### src/iaf_pkg.sv
// ----------------------------------------------------------------------------
// iaf_pkg
// Shared types, codes and character helpers for the integer to ASCII
// formatter: input and result words, the classified job word and constants.
// ----------------------------------------------------------------------------
package iaf_pkg;

  // Width of the value that the wide mode uses, and the narrow mode width.
  localparam int VALUE_WIDTH = 64;
  localparam int NARROW_W    = 32;

  // Digit register: room for every decimal digit of the widest value.
  localparam int DEC_DIGITS = 20;
  localparam int DIG_W      = DEC_DIGITS * 4;
  localparam int HEX_DIGITS = (VALUE_WIDTH + 3) / 4;
  localparam int HEX_BITS   = HEX_DIGITS * 4;
  localparam int COUNT_W    = $clog2(DEC_DIGITS + 1);
  localparam int STEP_W     = $clog2(VALUE_WIDTH + 1);

  // Depth of the job queue between the front and the back.
  localparam int QDEPTH = 2;
  localparam int QPTR_W = (QDEPTH > 1) ? $clog2(QDEPTH) : 1;
  localparam int QCNT_W = $clog2(QDEPTH + 1);

  // Conversion kinds.
  localparam logic [2:0] OP_SDEC = 3'd0;
  localparam logic [2:0] OP_UDEC = 3'd1;
  localparam logic [2:0] OP_HEXL = 3'd2;
  localparam logic [2:0] OP_HEXU = 3'd3;
  localparam logic [2:0] OP_PTR  = 3'd4;

  // Characters.
  localparam logic [7:0] CH_ZERO    = 8'h30;
  localparam logic [7:0] CH_MINUS   = 8'h2D;
  localparam logic [7:0] CH_X       = 8'h78;
  localparam logic [7:0] CH_LOWER_A = 8'h61;
  localparam logic [7:0] CH_UPPER_A = 8'h41;

  // Input word.
  typedef struct packed {
    logic [2:0]  op;
    logic        wide;
    logic [63:0] value;
  } in_word_t;

  // Result word.
  typedef struct packed {
    logic [7:0] text_char;
    logic       last_char;
  } out_word_t;

  // Classified job handed from the front to the back.
  typedef struct packed {
    logic [VALUE_WIDTH-1:0] mag;
    logic                   dec;
    logic                   narrow;
    logic                   upper;
    logic                   neg;
    logic                   ptr;
  } job_t;

  // Status of the job queue as the back sees it.
  typedef struct packed {
    logic empty;
    job_t job;
  } queue_stat_t;

  // Map one digit value to its ASCII character.
  function automatic logic [7:0] digit_char(input logic [3:0] d, input logic upper);
    logic [7:0] base;
    base = upper ? CH_UPPER_A : CH_LOWER_A;
    if (d < 4'd10) begin
      return CH_ZERO + 8'(d);
    end else begin
      return base + 8'(d - 4'd10);
    end
  endfunction

endpackage

### src/iaf_front.sv
// ----------------------------------------------------------------------------
// iaf_front
// Classifies an incoming word: selects the active width, takes the
// magnitude of a negative signed value and decides base, case and prefix.
// ----------------------------------------------------------------------------
module iaf_front (
  input  iaf_pkg::in_word_t item,
  output iaf_pkg::job_t     job,
  output logic              job_ok
);
  import iaf_pkg::*;

  logic                   narrow;
  logic                   sign_bit;
  logic                   neg;
  logic [VALUE_WIDTH-1:0] mag_raw;
  logic [VALUE_WIDTH-1:0] mag_neg;
  logic [NARROW_W-1:0]    low_neg;

  // Only the five defined kinds produce text.
  assign job_ok = (item.op == OP_SDEC) || (item.op == OP_UDEC) || (item.op == OP_HEXL) ||
                  (item.op == OP_HEXU) || (item.op == OP_PTR);

  // Select the active bits of the value.
  assign narrow   = !item.wide;
  assign mag_raw  = narrow ? VALUE_WIDTH'(item.value[NARROW_W-1:0])
                           : item.value[VALUE_WIDTH-1:0];
  assign sign_bit = narrow ? item.value[NARROW_W-1] : item.value[VALUE_WIDTH-1];
  assign neg      = (item.op == OP_SDEC) && sign_bit;

  // Two's complement magnitude; the most negative value maps onto itself,
  // which is exactly its unsigned magnitude.
  assign low_neg = NARROW_W'(~item.value[NARROW_W-1:0]) + NARROW_W'(1);
  assign mag_neg = narrow ? VALUE_WIDTH'(low_neg) : (~mag_raw + VALUE_WIDTH'(1));

  always_comb begin
    job.mag    = neg ? mag_neg : mag_raw;
    job.dec    = (item.op == OP_SDEC) || (item.op == OP_UDEC);
    job.narrow = narrow;
    job.upper  = (item.op == OP_HEXU);
    job.neg    = neg;
    job.ptr    = (item.op == OP_PTR);
  end

endmodule

### src/iaf_queue.sv
// ----------------------------------------------------------------------------
// iaf_queue
// Short job queue that decouples the classifying front from the
// converting back, so each side stalls on its own.
// ----------------------------------------------------------------------------
module iaf_queue (
  input  logic                  clk,
  input  logic                  rst,
  input  logic                  wr_en,
  input  iaf_pkg::job_t         wr_job,
  output logic                  full,
  input  logic                  rd_en,
  output iaf_pkg::queue_stat_t  stat
);
  import iaf_pkg::*;

  job_t              slots [QDEPTH];
  logic [QPTR_W-1:0] wr_ptr;
  logic [QPTR_W-1:0] rd_ptr;
  logic [QCNT_W-1:0] count;
  logic              do_wr;
  logic              do_rd;

  assign full       = (count == QCNT_W'(QDEPTH));
  assign stat.empty = (count == '0);
  assign stat.job   = slots[rd_ptr];
  assign do_wr      = wr_en && !full;
  assign do_rd      = rd_en && !stat.empty;

  // Pointer and fill count.
  always_ff @(posedge clk) begin
    if (rst) begin
      wr_ptr <= '0;
      rd_ptr <= '0;
      count  <= '0;
    end else begin
      if (do_wr) begin
        wr_ptr <= (wr_ptr == QPTR_W'(QDEPTH - 1)) ? '0 : wr_ptr + QPTR_W'(1);
      end
      if (do_rd) begin
        rd_ptr <= (rd_ptr == QPTR_W'(QDEPTH - 1)) ? '0 : rd_ptr + QPTR_W'(1);
      end
      if (do_wr && !do_rd) begin
        count <= count + QCNT_W'(1);
      end else if (do_rd && !do_wr) begin
        count <= count - QCNT_W'(1);
      end
    end
  end

  // Slot storage.
  always_ff @(posedge clk) begin
    if (do_wr) begin
      slots[wr_ptr] <= wr_job;
    end
  end

`ifndef SYNTHESIS
  a_count_bound: assert property (@(posedge clk) disable iff (rst)
    count <= QCNT_W'(QDEPTH))
    else $error("job queue count exceeds its depth");
  a_no_write_when_full: assert property (@(posedge clk) disable iff (rst)
    (full && !do_rd) |=> (count == QCNT_W'(QDEPTH)))
    else $error("job queue count changed while full and not read");
  a_empty_count: assert property (@(posedge clk) disable iff (rst)
    (stat.empty && wr_en) |=> (count == QCNT_W'(1)))
    else $error("write into empty queue not counted");
`endif

endmodule

### src/iaf_back.sv
// ----------------------------------------------------------------------------
// iaf_back
// Converts one job at a time: shift-and-add-3 binary to decimal for the
// decimal kinds, nibble alignment for hex, then emits the prefix and the
// digits into an output register, skipping leading zeros.
// ----------------------------------------------------------------------------
module iaf_back (
  input  logic                 clk,
  input  logic                 rst,
  input  iaf_pkg::queue_stat_t qstat,
  output logic                 q_pop,
  output iaf_pkg::out_word_t   result,
  output logic                 empty,
  input  logic                 pop
);
  import iaf_pkg::*;

  typedef enum logic [2:0] {
    S_IDLE = 3'b001,
    S_CONV = 3'b010,
    S_EMIT = 3'b100
  } state_t;

  state_t                 state, state_next;
  logic [VALUE_WIDTH-1:0] sh, sh_next;
  logic [DIG_W-1:0]       digs, digs_next;
  logic [STEP_W-1:0]      step_cnt, step_cnt_next;
  logic [COUNT_W-1:0]     digit_count, digit_count_next;
  logic [1:0]             prefix_phase, prefix_phase_next;
  logic                   upper_case, upper_case_next;
  logic                   is_ptr, is_ptr_next;
  logic                   started, started_next;
  logic                   out_valid;
  logic                   out_free;
  logic                   emit;
  out_word_t              emit_word;
  logic [3:0]             top_digit;

  // One shift-and-add-3 step over all decimal digits.
  function automatic logic [DIG_W-1:0] dd_step(input logic [DIG_W-1:0] d, input logic bit_in);
    logic [DIG_W-1:0] adj;
    adj = d;
    for (int i = 0; i < DEC_DIGITS; i++) begin
      if (d[i*4 +: 4] >= 4'd5) begin
        adj[i*4 +: 4] = d[i*4 +: 4] + 4'd3;
      end
    end
    return {adj[DIG_W-2:0], bit_in};
  endfunction

  assign out_free  = !out_valid || pop;
  assign top_digit = digs[DIG_W-1 -: 4];
  assign empty     = !out_valid;

  // Sequencer: load, convert, emit.
  always_comb begin
    state_next        = state;
    sh_next           = sh;
    digs_next         = digs;
    step_cnt_next     = step_cnt;
    digit_count_next  = digit_count;
    prefix_phase_next = prefix_phase;
    upper_case_next   = upper_case;
    is_ptr_next       = is_ptr;
    started_next      = started;
    q_pop             = 1'b0;
    emit              = 1'b0;
    emit_word         = '0;
    unique case (state)
      S_IDLE: begin
        if (!qstat.empty) begin
          q_pop             = 1'b1;
          upper_case_next   = qstat.job.upper;
          is_ptr_next       = qstat.job.ptr;
          started_next      = 1'b0;
          prefix_phase_next = qstat.job.ptr ? 2'd2 : (qstat.job.neg ? 2'd1 : 2'd0);
          if (qstat.job.dec) begin
            digs_next        = '0;
            digit_count_next = COUNT_W'(DEC_DIGITS);
            if (qstat.job.narrow) begin
              sh_next       = qstat.job.mag << (VALUE_WIDTH - NARROW_W);
              step_cnt_next = STEP_W'(NARROW_W);
            end else begin
              sh_next       = qstat.job.mag;
              step_cnt_next = STEP_W'(VALUE_WIDTH);
            end
            state_next = S_CONV;
          end else begin
            if (qstat.job.narrow) begin
              digs_next        = DIG_W'(qstat.job.mag[NARROW_W-1:0]) << (DIG_W - NARROW_W);
              digit_count_next = COUNT_W'(NARROW_W / 4);
            end else begin
              digs_next        = DIG_W'(HEX_BITS'(qstat.job.mag)) << (DIG_W - HEX_BITS);
              digit_count_next = COUNT_W'(HEX_DIGITS);
            end
            state_next = S_EMIT;
          end
        end
      end
      S_CONV: begin
        digs_next     = dd_step(digs, sh[VALUE_WIDTH-1]);
        sh_next       = sh << 1;
        step_cnt_next = step_cnt - STEP_W'(1);
        if (step_cnt == STEP_W'(1)) begin
          state_next = S_EMIT;
        end
      end
      S_EMIT: begin
        if (prefix_phase != 2'd0) begin
          // Sign or "0x" first.
          if (out_free) begin
            emit                = 1'b1;
            emit_word.last_char = 1'b0;
            if (is_ptr) begin
              emit_word.text_char = (prefix_phase == 2'd2) ? CH_ZERO : CH_X;
            end else begin
              emit_word.text_char = CH_MINUS;
            end
            prefix_phase_next = prefix_phase - 2'd1;
          end
        end else if (!started && (top_digit == 4'd0) && (digit_count > COUNT_W'(1))) begin
          // Leading zero: drop it without output.
          digs_next        = digs << 4;
          digit_count_next = digit_count - COUNT_W'(1);
        end else if (out_free) begin
          emit                = 1'b1;
          emit_word.text_char = digit_char(top_digit, upper_case);
          emit_word.last_char = (digit_count == COUNT_W'(1));
          digs_next           = digs << 4;
          digit_count_next    = digit_count - COUNT_W'(1);
          started_next        = 1'b1;
          if (digit_count == COUNT_W'(1)) begin
            state_next = S_IDLE;
          end
        end
      end
      default: begin
        state_next = S_IDLE;
      end
    endcase
  end

  // Control registers.
  always_ff @(posedge clk) begin
    if (rst) begin
      state        <= S_IDLE;
      digit_count  <= '0;
      prefix_phase <= '0;
      started      <= 1'b0;
      out_valid    <= 1'b0;
    end else begin
      state        <= state_next;
      digit_count  <= digit_count_next;
      prefix_phase <= prefix_phase_next;
      started      <= started_next;
      if (emit) begin
        out_valid <= 1'b1;
      end else if (pop) begin
        out_valid <= 1'b0;
      end
    end
  end

  // Datapath registers.
  always_ff @(posedge clk) begin
    sh         <= sh_next;
    digs       <= digs_next;
    step_cnt   <= step_cnt_next;
    upper_case <= upper_case_next;
    is_ptr     <= is_ptr_next;
    if (emit) begin
      result <= emit_word;
    end
  end

`ifndef SYNTHESIS
  a_last_returns_idle: assert property (@(posedge clk) disable iff (rst)
    (emit && emit_word.last_char) |=> (state == S_IDLE))
    else $error("back did not return to idle after the last character");
  a_prefix_not_idle: assert property (@(posedge clk) disable iff (rst)
    (prefix_phase != 2'd0) |-> (state != S_IDLE))
    else $error("prefix pending while idle");
  a_count_bound: assert property (@(posedge clk) disable iff (rst)
    digit_count <= COUNT_W'(DEC_DIGITS))
    else $error("digit count exceeds the digit register");
  a_conv_steps: assert property (@(posedge clk) disable iff (rst)
    (state == S_CONV) |-> (step_cnt != '0))
    else $error("conversion running with no steps left");
  a_emit_needs_room: assert property (@(posedge clk) disable iff (rst)
    emit |-> out_free)
    else $error("character written over a waiting result");
`endif

endmodule

### src/integer_to_ascii_formatter_core.sv
// ----------------------------------------------------------------------------
// integer_to_ascii_formatter_core
// Top level: formats one integer per input word as ASCII text, one
// character per result word, with the final character marked.
// ----------------------------------------------------------------------------
// An input word is accepted whenever the two-entry job queue has room; the
// front classifies it in the same cycle and undefined kinds are dropped. The
// back takes one job at a time from the queue. A decimal job then shifts
// every value bit through the shift-and-add-3 converter (64 bits wide, 32
// narrow), then emits its prefix and walks the digit positions of the
// 20-digit register, dropping leading zeros without output. A hex or
// pointer job skips conversion and emits its prefix and one digit per
// nibble (16 wide, 8 narrow), also dropping leading zeros. Result words
// stall only when the output register is still held by the consumer.
module integer_to_ascii_formatter_core (
  input  logic               clk,
  input  logic               rst,
  input  logic               push,
  output logic               full,
  input  iaf_pkg::in_word_t  item,
  output logic               empty,
  input  logic               pop,
  output iaf_pkg::out_word_t result
);
  import iaf_pkg::*;

  job_t        front_job;
  logic        front_ok;
  queue_stat_t qstat;
  logic        q_pop;

  // Classify the incoming word.
  iaf_front u_front (
    .item   (item),
    .job    (front_job),
    .job_ok (front_ok)
  );

  // Hold classified jobs until the back is free.
  iaf_queue u_queue (
    .clk    (clk),
    .rst    (rst),
    .wr_en  (push && front_ok),
    .wr_job (front_job),
    .full   (full),
    .rd_en  (q_pop),
    .stat   (qstat)
  );

  // Convert and emit characters.
  iaf_back u_back (
    .clk    (clk),
    .rst    (rst),
    .qstat  (qstat),
    .q_pop  (q_pop),
    .result (result),
    .empty  (empty),
    .pop    (pop)
  );

endmodule
### config.mk
export PLATFORM = sky130hd
export DESIGN_NAME = integer_to_ascii_formatter_core
export DESIGN_NICKNAME = d
export VERILOG_FILES = /design/src/iaf_pkg.sv /design/src/iaf_front.sv /design/src/iaf_queue.sv /design/src/iaf_back.sv /design/src/integer_to_ascii_formatter_core.sv
export SDC_FILE = /design/constraint.sdc
export NUM_CORES = 1
export LEC_CHECK = 0
export BUFFER_PORTS_ARGS = -buffer_cell sky130_fd_sc_hd__clkbuf_2
export CAP_MARGIN = 20
export CELL_PAD_IN_SITES_DETAIL_PLACEMENT = 0
export CELL_PAD_IN_SITES_GLOBAL_PLACEMENT = 1
export CORE_ASPECT_RATIO = 1.1
export CORE_UTILIZATION = 35
export DETAILED_ROUTE_END_ITERATION = 16
export GPL_ROUTABILITY_DRIVEN = 0
export PLACE_DENSITY_LB_ADDON = 0.1
export SKIP_CTS_REPAIR_TIMING = 1
export SYNTH_ARGS = -nofsm -noshare
export SYNTH_HDL_FRONTEND = slang
export SYNTH_SLANG_ARGS = --single-unit
### constraint.sdc
create_clock -name clk -period 12.55 [get_ports clk]
set_clock_uncertainty 0.15 [all_clocks]
set_input_delay 2.51 -clock clk [delete_from_list [all_inputs] [get_ports clk]]
set_output_delay 2.51 -clock clk [all_outputs]
set_load 0.005 [all_outputs]
; Word-level counts from Yosys, hierarchy flattened
; Memories as Yosys holds them, arrays and structs flattened. A register that Yosys moved wholly into a read port is not among the register bits.
; Cells that the tools add are included.
[totals]
regBits = 178
ramBits = 138
out_inout_bits = 11
memories = 1
[memory_table]
columns = name, depth, width, rd, rd_ports_with_merged_regs, wr, line
row1 = u_queue.slots, 2, 69, 1, 1, 1, iaf_queue.sv:17  ; job_t slots [QDEPTH];
[op_classes]
n_addsub = 32
magnitude_cmp = 22
n_eq_ne = 20
n_mux = 89
bitwise_logic = 3
n_reduce_logical = 36
[ops]
columns = operator, count
row1 = 2-to-1 mux 80 bit, 6
row2 = 2-to-1 mux 64 bit, 6
row3 = case mux 80 bit (3 select lines), 1
row4 = case mux 64 bit (2 select lines), 1
row5 = greater-or-equal comparator 4 x 3 -> 1 bit (second input constant), 20
row6 = adder 4 x 2 -> 4 bit (second input constant), 19
row7 = 2-to-1 mux 4 bit, 19
row8 = adder 64 x 1 -> 64 bit (second input constant), 1
row9 = NOT 64 bit, 1
row10 = 2-to-1 mux 9 bit, 4
row11 = adder 32 x 1 -> 32 bit (second input constant), 1
row12 = NOT 32 bit, 1
row13 = 2-to-1 mux 5 bit, 6
row14 = 2-to-1 mux 7 bit, 4
row15 = 2-to-1 mux 3 bit, 8
row16 = 2-to-1 mux 1 bit, 20
row17 = 2-to-1 mux 8 bit, 2
row18 = case mux 7 bit (2 select lines), 1
row19 = 2-to-1 mux 2 bit, 6
row20 = AND reduction 4 bit, 3
row21 = case mux 5 bit (2 select lines), 1
row22 = nonzero test 2 bit, 5
row23 = == test 3 x 2 -> 1 bit (second input constant), 3
row24 = case mux 3 bit (3 select lines), 1
row25 = other kinds (34), 62

; Longest topological paths before layout
; Gate-level depths: netlist (run 1).
[depth]
word_depth = 11
mapped_depth = 9

; By module
; A second synthesis (run 1) with hierarchy kept.
[hier_totals]
hier_cells = 1612
area_unflattened_um2 = 17641.9
[by_module_without_submodules]
columns = module, instances, cells_each, area_per_inst_um2, seq_area_each_um2
row1 = iaf_back, 1, 1013, 10192.3, 5104.9
row2 = iaf_queue, 1, 240, 5235.0, 4244.1
row3 = iaf_front, 1, 358, 2208.4, 0.0
row4 = integer_to_ascii_formatter_core, 1, 1, 6.3, 0.0

; Worst setup path after synthesis (run 1)
; Ideal clock, no wire load.
[synth_path]
path_kind = input to register
start = input pop
end = register u_back.digs[0], enable pin
setup_ns = 0.519
arrival_ns = 6.084
t_required_ns = 11.881
setup_slack_ns = 5.797
path_stages = 4
cell_sequence = nor2b_1 nand2_1 nor2_1 nor2_1
[synth_via]
elab_chain_len = 3
[synth_rtl]
columns = item, line
row1 = "start, declared", integer_to_ascii_formatter_core.sv:22  ; input logic pop,
row2 = logical OR 1 bit, iaf_back.sv:51  ; assign out_free = !out_valid || pop;
row3 = != test 3 x 1 -> 1 bit (no line), --
row4 = AND reduction 4 bit (no line), --
row5 = "end signal, assigned", iaf_back.sv:167  ; digs <= digs_next;
row6 = "end, declared", iaf_back.sv:26  ; logic [DIG_W-1:0] digs, digs_next;
; Every way passes these cells.
; A chain may end at the register's enable or synchronous reset.

==> flow_summary_export.csv, run 1 <==
group,metric,value,unit
setup_path,endpoint_kind,"register",
floorplan,dieHeight,239,um
floorplan,die_area,51800,um^2
job,drv_cap,0,
floorplan,initial_utilization,35.5,%
logic_synthesis,synth_top_family_by_area,"simple AND/OR/NAND/NOR gates",
layout,drive_above_1_share,12.2,%
routing,wl_met1,23.6,mm
clock_tree,cts-htree-levels,2,
routing,wire_per_inst,21.1,um
routing,via_count,13000,
setup_path,cp_max_fo,58,
global_routing,grt_max_degree,82,
setup_path,worstRegToRegCells,5,
floorplan,die_width,217,um
sta,layout_setup_ws,7.72,ns
logic_synthesis,yosysTopAreaCell,"edfxtp_1",
logic_synthesis,ys_types,78,
logic_synthesis,synthAdderAreaFrac,3.79,%
logic_synthesis,synth_top_area_share,50.6,%
clock_tree,cts_tree,"done",
logic_synthesis,synthSimpleGateAreaFrac,16.0,%
setup_path,crit_arrival,4.99,ns
global_routing,grt_pass1_vias,12800,
routing,met3_length,2.18,mm
worst_hold_path,hp-start,"u_back.digit_count[4]",
floorplan,io_pins,83,
sta,min_period,4.83,ns
floorplan,fp-row-count,86,
logic_synthesis,synthesis.nets,1793,
logic_synthesis,synthMuxAreaShare,5.85,%
setup_path,crit_type,"in -> reg",
routing,drt_wl_total,51.0,mm
floorplan,core,50100,um^2
sta,rsz0062_at_grt,"false",
power_and_ir_drop,powerDensity,207,nW/um^2
logic_synthesis,synth-compound-area-share,14.9,%
setup_path,startpoint,"item[64]",
worst_hold_path,worst_hold_path.endpoint,"u_back.digit_count[4]",
setup_path,crit_path_start_kind,"input pin",
worst_hold_path,hold_path.class,"reg -> reg",
placed_design,portBuffers,82,
worst_hold_path,hold_depth,2,
logic_synthesis,yosysWarnings,0,
sta,hold_violations,0,
setup_path,required,12.71,ns
clock_tree,numCtsBuffers,37,
setup_path,r2r-start,"u_back.state[2]",
sta,slew_violations,0,
logic_synthesis,synth_xor_area_share,3.59,%
logic_synthesis,synth_edf_count,300,
routing,routed.top_layer,"met4",
placed_design,pre_cts_slack,7.19,ns
global_routing,grt_use_total,19.8,%
routing,wl_met2,23.4,mm
clock_tree,clk_latency,0.55,ns
logic_synthesis,ys_ff_latch,317,
clock_tree,cts_sinks,317,
power_and_ir_drop,worst_ir_drop_vdd,0.101,mV
routing,ant_nets,0,
routing,drc_errors,0,
logic_synthesis,yosys_most_used_dff,"edfxtp_1",
setup_path,worstReg2RegEnd,"u_back.digs[36]",
clock_tree,clockBufferDepth,3,
sta,fin_crit_sh,38.5,%
routing,viasPerCell,5.40,
setup_path,regToRegSetupSlack,8.72,ns
logic_synthesis,synth.area.top_cells,"edfxtp_1, mux2i_1, nand2_1, ha_1, a21oi_1",
logic_synthesis,synth_area,17800,um^2
placed_design,dp_hpwl,35.8,mm
sta,final.setup.tns,0,ns
global_routing,gr-total-overflow,0,
global_routing,antenna_found_initial,1,
layout,syn_to_final_growth,12.7,%
logic_synthesis,ys_async_sr_fraction,0,%
clock_tree,clock-root-buffer,"clkbuf_16",
sta,setup_viol,0,
sta,slew_headroom,32.8,%
power_and_ir_drop,leakagePower,0.00703,uW
logic_synthesis,ys_seq_area_share,52.5,%
sta,max_clock_freq,207,MHz
layout,layout.nets,1852,
run_status,status,"complete, no violations",
global_routing,grt_first_pass_wirelength,78.0,mm
logic_synthesis,syn_inst,1667,
sta,tightest_slew,1.01,ns
clock_tree,clkTransAtPathRegs,0.06,ns
routing,drt_first_pass_iters,5,
logic_synthesis,avgSynthCellArea,10.7,um^2
routing,first_iter_violations,806,
## placed cells by master, fill, tap and decap left out, types with 9 or more instances in the layout
cell type,netlist,routed
edfxtp_1,300,300
nand2_1,212,211
a21oi_1,134,134
o21ai_0,116,116
nor2_1,109,106
mux2i_1,85,85
clkbuf_2,2,82
inv_1,70,70
ha_1,54,54
xnor2_1,43,43
nor3_1,39,39
nand2b_1,39,39
clkbuf_16,0,37
xor2_1,30,30
nor2b_1,28,28
a211oi_1,27,27
o221ai_1,25,25
a22oi_1,19,19
buf_4,1,19
nand3_1,18,18
mux2_2,17,17
a221o_1,17,17
nor4_1,17,17
or3_1,16,16
dfxtp_1,17,16
nor3b_1,15,14
a41oi_1,11,11
a21o_1,10,10
clkinv_2,0,10
nor4_2,9,9
## metal layers
layer	vias up	global-route usage, %
li1	6313	-
met3	79	3.26
met2	292	31.4
met4	0	7.77
met1	6357	27.0
met5	-	0
## registers in the layout (all words and copies together) (netlist names), 2 cells and up, named ones only
name	cells
u_back.digit_count	5
u_back.digs	80
u_back.prefix_phase	2
u_back.result	9
u_back.sh	64
u_back.state	3
u_back.step_cnt	7
u_queue.count	2
u_queue.slots	138
## cell usage after synthesis (all sizes together) (7+ instances only)
cell type,instances
a211oi,27
a21o,10
a21oi,135
a221o,17
a22oi,19
a31oi,8
a41oi,13
buf,30
clkbuf,52
dfxtp,17
edfxtp,300
ha,54
inv,70
mux2,17
mux2i,85
nand2,212
nand2b,39
nand3,19
nand3b,7
nand4,9
nor2,109
nor2b,28
nor3,41
nor3b,17
nor4,31
o21ai,117
o221ai,25
or3,16
or4,7
xnor2,43
xor2,30
## kinds of logic after synthesis
kind of cell / after synthesis
flops: 317
mux: 102
xor+xnor: 73
buf+inv: 153
fa+ha+maj: 54
compound gates: 413
simple gates: 555
## worst max-delay path by stage
stage                                      end  slack (ns)  depth (start not counted)
after global placement    u_queue.slots[0][56]        7.19                          8
after detailed placement  u_queue.slots[0][29]        7.19                          9
after CTS                 u_queue.slots[0][29]        7.76                          9
after global routing      u_queue.slots[1][58]        7.54                         10
after floorplan                 u_back.digs[0]        5.80                          4
final                     u_queue.slots[0][29]        7.72                          9
## worst max-delay path, stage by stage
cell and delay, ns:
clkbuf_2 0.08, buf_4 0.43, mux2i_1 0.14, or4_2 0.54, buf_4 0.33, clkinv_1 0.16, buf_4 0.26, o21ai_0 0.15
xnor2_1 0.35
## cell type report
| class | instances | area, um^2 |
|---|---|---|
| fillers | 4982 | 30100 |
| repair buffers | 102 | 581 |
| well taps | 660 | 826 |
| clock inverters | 22 | 185 |
| diodes | 1 | 2.50 |
| multi-input cells | 1197 | 7900 |
| clock buffers | 43 | 948 |
| inverters | 71 | 267 |
| flip-flops and latches | 317 | 9350 |
## metrics by stage
| step | hold WS [ns] | util, % | instance area, um^2 | cells | total power (uW) |
|---|---|---|---|---|---|
| final | 0.338 | 40.0 | 20100 | 2413 | 4150 |
| after detailed placement | 0.330 | 37.7 | 18900 | 2346 | 3150 |
| after global routing | 0.359 | 40.0 | 20100 | 2412 | 4430 |
| after CTS | 0.338 | 40.0 | 20000 | 2411 | 4200 |
| after global placement | 0.317 | 37.7 | 18900 | 2346 | 3130 |
| after floorplan | 0.304 | - | 17800 | 1667 | 2700 |
## where the power goes
group / switching (uW) / internal (uW)
clock: 434 / 602
sequential: 253 / 1550
combinational: 828 / 485
Note: power is estimated with default switching activity, not from simulation.
==> run 2, diff against run 1 <==
--- a/config.mk
+++ b/config.mk
@@ -5,6 +5,7 @@
 export SDC_FILE = /design/constraint.sdc
 export NUM_CORES = 1
 export LEC_CHECK = 0
+export ABC_AREA = 1
 export BUFFER_PORTS_ARGS = -buffer_cell sky130_fd_sc_hd__clkbuf_2
 export CAP_MARGIN = 20
 export CELL_PAD_IN_SITES_DETAIL_PLACEMENT = 0
==> constraint.sdc (replaced) <==
create_clock -name clk -period 4.2 [get_ports clk]
set_clock_uncertainty 0.15 [all_clocks]
set_input_delay 0.84 -clock clk [delete_from_list [all_inputs] [get_ports clk]]
set_output_delay 0.84 -clock clk [all_outputs]
set_load 0.005 [all_outputs]
==> run 2 against run 1 <==
Compared with the run above:
- synthesized area increased by 1.8%
- total power increased to 3.5 times the previous value
- worst hold slack got worse by 0.031 ns
- register-to-register slack got worse by 7.6 ns
- largest cell class unchanged
- core utilization about the same
- combinational power increased to 4.0 times the previous value
- critical path type is now reg -> reg
- cell area increased by 2.2%
- first-iteration DRC count increased by 21%
==> flow_summary_export.csv, run 2 <==
group,metric,value,unit
layout,layout_commonest_cell,"nand2_1",
logic_synthesis,ys_seq_area_share,51.6,%
placed_design,dp_hpwl,38.2,mm
logic_synthesis,syn_inst,2051,
setup_path,crit_path_start_kind,"register",
run_status,status,"complete, no violations",
sta,tightest_slew,0.985,ns
clock_tree,clkTransAtPathRegs,0.06,ns
logic_synthesis,avgSynthCellArea,8.84,um^2
sta,slew_violations,0,
layout,reg_top3,"u_queue.slots (138), u_back.digs (80), u_back.sh (64)",
logic_synthesis,synthTopCellsByCount,"nand2_1, edfxtp_1, inv_1",
layout,largest_reg_flops,138,
clock_tree,cts_tree,"done",
clock_tree,cts_sinks,317,
sta,fin_crit_sh,73.2,%
layout,syn_to_final_growth,13.0,%
sta,min_period,3.07,ns
routing,first_iter_violations,975,
setup_path,crit_type,"reg -> reg",
logic_synthesis,yosysTopAreaCell,"edfxtp_1",
routing,via_count,13900,
routing,viasPerCell,4.93,
layout,num_antenna_cells,0,
global_routing,gr-total-overflow,0,
floorplan,die_area,52700,um^2
routing,drt_wl_total,52.3,mm
floorplan,initial_utilization,35.4,%
global_routing,grt_first_pass_wirelength,80.4,mm
floorplan,dieHeight,241,um
logic_synthesis,synth_top_area_share,49.7,%
clock_tree,clockBufferDepth,3,
sta,final.setup.tns,0,ns
logic_synthesis,synth_area,18100,um^2
job,drv_cap,0,
placed_design,place_inst,2753,
floorplan,core,51200,um^2
logic_synthesis,synth_edf_count,300,
sta,setup_viol,0,
clock_tree,clock-root-buffer,"clkbuf_16",
setup_path,cp_max_fo,64,
routing,ant_nets,0,
global_routing,grt_max_degree,83,
clock_tree,cts-htree-levels,2,
floorplan,io_pins,83,
logic_synthesis,yosys_most_used_dff,"edfxtp_1",
power_and_ir_drop,leakagePower,0.00838,uW
logic_synthesis,ys_async_sr_fraction,0,%
routing,drt_first_pass_iters,5,
clock_tree,numCtsBuffers,37,
routing,wire_per_inst,18.5,um
logic_synthesis,ys_types,49,
layout,layout.nets,2251,
layout,layout.cells.non_filler,2819,
global_routing,grt_pass1_vias,13600,
logic_synthesis,ys_ff_latch,317,
layout,mostFrequentLayoutCells,"nand2_1, edfxtp_1, inv_1",
layout,fillers,5191,
power_and_ir_drop,powerDensity,699,nW/um^2
layout,regMostFlops,"u_queue.slots",
logic_synthesis,synth.most_common_cell,"nand2_1",
global_routing,grt_use_total,20.1,%
clock_tree,clk_latency,0.55,ns
logic_synthesis,yosysWarnings,0,
setup_path,endpoint_kind,"register",
sta,whs,0.307,ns
logic_synthesis,synth.area.top_cells,"edfxtp_1, nand2_1, o21ai_0, inv_1, ha_1",
placed_design,portBuffers,82,
layout,drive_above_1_share,11.0,%
setup_path,crit_arrival,3.18,ns
routing,drc_errors,0,
power_and_ir_drop,worst_ir_drop_vdd,0.368,mV
sta,hold_violations,0,
sta,rsz0062_at_grt,"false",
logic_synthesis,synthesis.nets,2177,
sta,max_clock_freq,325,MHz
global_routing,antenna_found_initial,0,
power_and_ir_drop,p_total,14300,uW
setup_path,required,4.31,ns
floorplan,die_width,219,um
sta,slew_headroom,34.4,%
worst_hold_path,hold_path.class,"reg -> reg",
floorplan,fp-row-count,87,
## run 2: through the flow
stage	setup slack (ns)	area (um^2)	util (%)
floorplan	0.454	18100	-
global placement	1.05	19300	37.7
detailed placement	1.06	19300	37.7
CTS	1.08	20500	40.1
global route	0.926	20500	40.1
finish	1.13	20500	40.1
## run 2: worst max-delay path, cell delays in order, from the launching register on
cell     delay [ns]
dfxtp_4        0.76
buf_4          0.64
nand2_1        0.11
o21ai_0        0.18
inv_1          0.17
nand2_1        0.08
o21ai_0        0.22
a22oi_1        0.29
o31ai_1        0.11
## run 2: power by group
part           internal, uW  total, uW  switching [uW]
Sequential             5070       5820             748
Clock                  1940       3260            1320
Combinational          1560       5250            3700
## run 2: area by class of cell
class                   count  area (um^2)  area share [%]
clock buffers              47         1010            4.91
clock inverters            19          193           0.940
inverters                 263          988            4.82
multi-input cells        1400         7450            36.3
flip-flops and latches    317         9350            45.6
well taps                 667          835            4.07
repair buffers            106          673            3.28
## run 2: metal layers
layer	GRT usage, %	vias up	wire (um)
li1	-	7064	-
met1	26.9	6536	24000
met2	34.6	236	25600
met3	2.22	56	1550
met4	5.30	0	1130
met5	0	-	0
## run 2: cell families (layout without fill, tap and decap cells)
group | count (synthesis) | in the layout | share of synthesized area, %
AOI/OAI and AO/OA | 427 | 427 | 13.2
and+or+nand+nor | 831 | 831 | 19.4
adders and majority gates | 54 | 54 | 3.73
buffers and inverters | 334 | 435 | 7.63
DFF | 317 | 317 | 51.6
muxes | 35 | 35 | 1.95
xor gates and xnor gates | 53 | 53 | 2.56
## run 2: final timing paths
kind,start,end,slack [ns],cells past startpoint
setup / recovery,register,u_back.digs[75],1.13,8
hold / removal,u_queue.rd_ptr,u_queue.rd_ptr,0.31,1
setup reg to reg,register,u_back.digs[75],1.13,8
hold reg to reg,u_queue.rd_ptr,u_queue.rd_ptr,0.31,1
==> run 3, diff against run 2 <==
==> constraint.sdc (replaced) <==
create_clock -name clk -period 3.1 [get_ports clk]
set_clock_uncertainty 0.15 [all_clocks]
set_input_delay 0.62 -clock clk [delete_from_list [all_inputs] [get_ports clk]]
set_output_delay 0.62 -clock clk [all_outputs]
set_load 0.005 [all_outputs]
==> run 3 against run 2 <==
Compared with the run above:
- core utilization is 0.24 points higher
- via count is 0.11% higher
- setup slack worse by 0.61 ns
- sequential cell count stayed put
- die area stayed put
- sequential power is 35% higher
- clock power is 35% higher
- cell area is 0.60% higher
- critical endpoint is now u_back.digs[61]
==> flow_summary_export.csv, run 3 (synthesis gave the netlist of run 2 again) <==
group,metric,value,unit
global_routing,grt_max_degree,95,
clock_tree,clk_latency,0.56,ns
sta,layout_setup_ws,0.515,ns
clock_tree,clkTransAtPathRegs,0.06,ns
power_and_ir_drop,powerDensity,946,nW/um^2
worst_hold_path,hold_path.class,"in -> reg",
setup_path,crit_path_start_kind,"register",
layout,regMostFlops,"u_queue.slots",
layout,largest_reg_flops,138,
sta,min_period,2.58,ns
global_routing,grt_first_pass_wirelength,81.4,mm
placed_design,portBuffers,82,
power_and_ir_drop,leakagePower,0.00844,uW
floorplan,die_width,219,um
layout,reg_top3,"u_queue.slots (138), u_back.digs (80), u_back.sh (64)",
run_status,status,"complete, no violations",
routing,viasPerCell,4.92,
power_and_ir_drop,p_total,19500,uW
global_routing,met1_usage,27.3,%
setup_path,endpoint_kind,"register",
clock_tree,cts_tree,"done",
floorplan,core,51200,um^2
floorplan,initial_utilization,35.4,%
sta,max_clock_freq,387,MHz
floorplan,fp-row-count,87,
layout,layout_commonest_cell,"nand2_1",
sta,setup_viol,0,
clock_tree,cts_sinks,317,
global_routing,use_met2,34.2,%
routing,ant_nets,0,
layout,drive_above_1_share,11.7,%
floorplan,dieHeight,241,um
routing,via_count,13900,
clock_tree,numCtsBuffers,38,
placed_design,pre_cts_slack,0.0592,ns
sta,final.setup.tns,0,ns
routing,wire_per_inst,18.8,um
clock_tree,clock-root-buffer,"clkbuf_16",
setup_path,crit_type,"reg -> reg",
layout,num_antenna_cells,0,
sta,tightest_slew,0.720,ns
layout,layout.nets,2259,
setup_path,cp_max_fo,80,
sta,slew_violations,0,
layout,mostFrequentLayoutCells,"nand2_1, edfxtp_1, inv_1",
placed_design,placed_cell_area,19400,um^2
routing,first_iter_violations,953,
global_routing,grt_use_total,20.4,%
routing,drt_first_pass_iters,5,
setup_path,required,3.13,ns
global_routing,use_met3,2.56,%
routing,drt_wl_total,53.2,mm
clock_tree,clockBufferDepth,3,
sta,rsz0062_at_grt,"false",
global_routing,gr-total-overflow,0,
global_routing,grt_pass1_vias,13600,
sta,slew_headroom,51.5,%
layout,syn_to_final_growth,13.7,%
routing,drc_errors,0,
clock_tree,cts-htree-levels,2,
layout,fin_area,20600,um^2
global_routing,antenna_found_initial,0,
sta,hold_violations,0,
global_routing,grt-busiest-layer,"met2",
floorplan,die_area,52700,um^2
sta,fin_crit_sh,83.4,%
setup_path,crit_arrival,2.61,ns
power_and_ir_drop,worst_ir_drop_vdd,0.894,mV
floorplan,io_pins,83,
job,drv_cap,0,
placed_design,dp_hpwl,38.9,mm
-- run 3: cell count changes in the layout (fill, tap and decap cells not counted), sizes merged --
cell | before | now
clkbuf | 129 | 130
bufinv | 4 | 3
buf | 24 | 31
clkinv | 13 | 15
clkinvlp | 1 | 2
-- run 3: worst paths after layout --
kind | from | end | slack [ns] | cells after the start
worst max-delay path | u_back.digs[77] | u_back.digs[61] | 0.52 | 9
worst max register to register | u_back.digs[77] | u_back.digs[61] | 0.52 | 9
worst min register to register | u_queue.rd_ptr | register | 0.30 | 1
worst min-delay path | item[0] | u_queue.slots[1][5] | 0.15 | 1
-- run 3: metal layers --
| layer | vias up | wire length [um] |
|---|---|---|
| li1 | 7096 | - |
| met1 | 6499 | 24500 |
| met2 | 241 | 25400 |
| met3 | 71 | 1570 |
| met4 | 0 | 1640 |
| met5 | - | 0 |
-- run 3: where the power goes --
group / internal (uW) / switching, uW
Combinational: 2150 / 5110
Sequential: 6880 / 979
Clock: 2580 / 1810
Total: 11600 / 7890
-- run 3: worst max-delay path, cell delays in order, from the launching register on --
cell and delay [ns]:
edfxtp_1 0.46, inv_1 0.21, ha_1 0.19, nand3_1 0.10
nor2_1 0.16, nand2_1 0.10, nand2_1 0.19, nand2_1 0.12
clkinvlp_4 0.09, buf_12 0.36
-- run 3: final cells by class --
| type | instances | area [um^2] |
|---|---|---|
| clock buffers | 48 | 1020 |
| clock inverters | 21 | 194 |
| fillers | 5242 | 30500 |
| inverters | 263 | 991 |
| multi-input cells | 1400 | 7450 |
| flip-flops and latches | 317 | 9350 |
| well taps | 667 | 835 |
| repair buffers | 113 | 781 |
-- run 3: through the flow --
stage                     std cells  util [%]  hold WS, ns
after CTS                      2829      40.3        0.124
after floorplan                2051         -        0.275
after global routing           2829      40.3        0.131
after detailed placement       2760      37.9        0.282
after global placement         2760      37.9        0.286
final                          2829      40.3        0.146
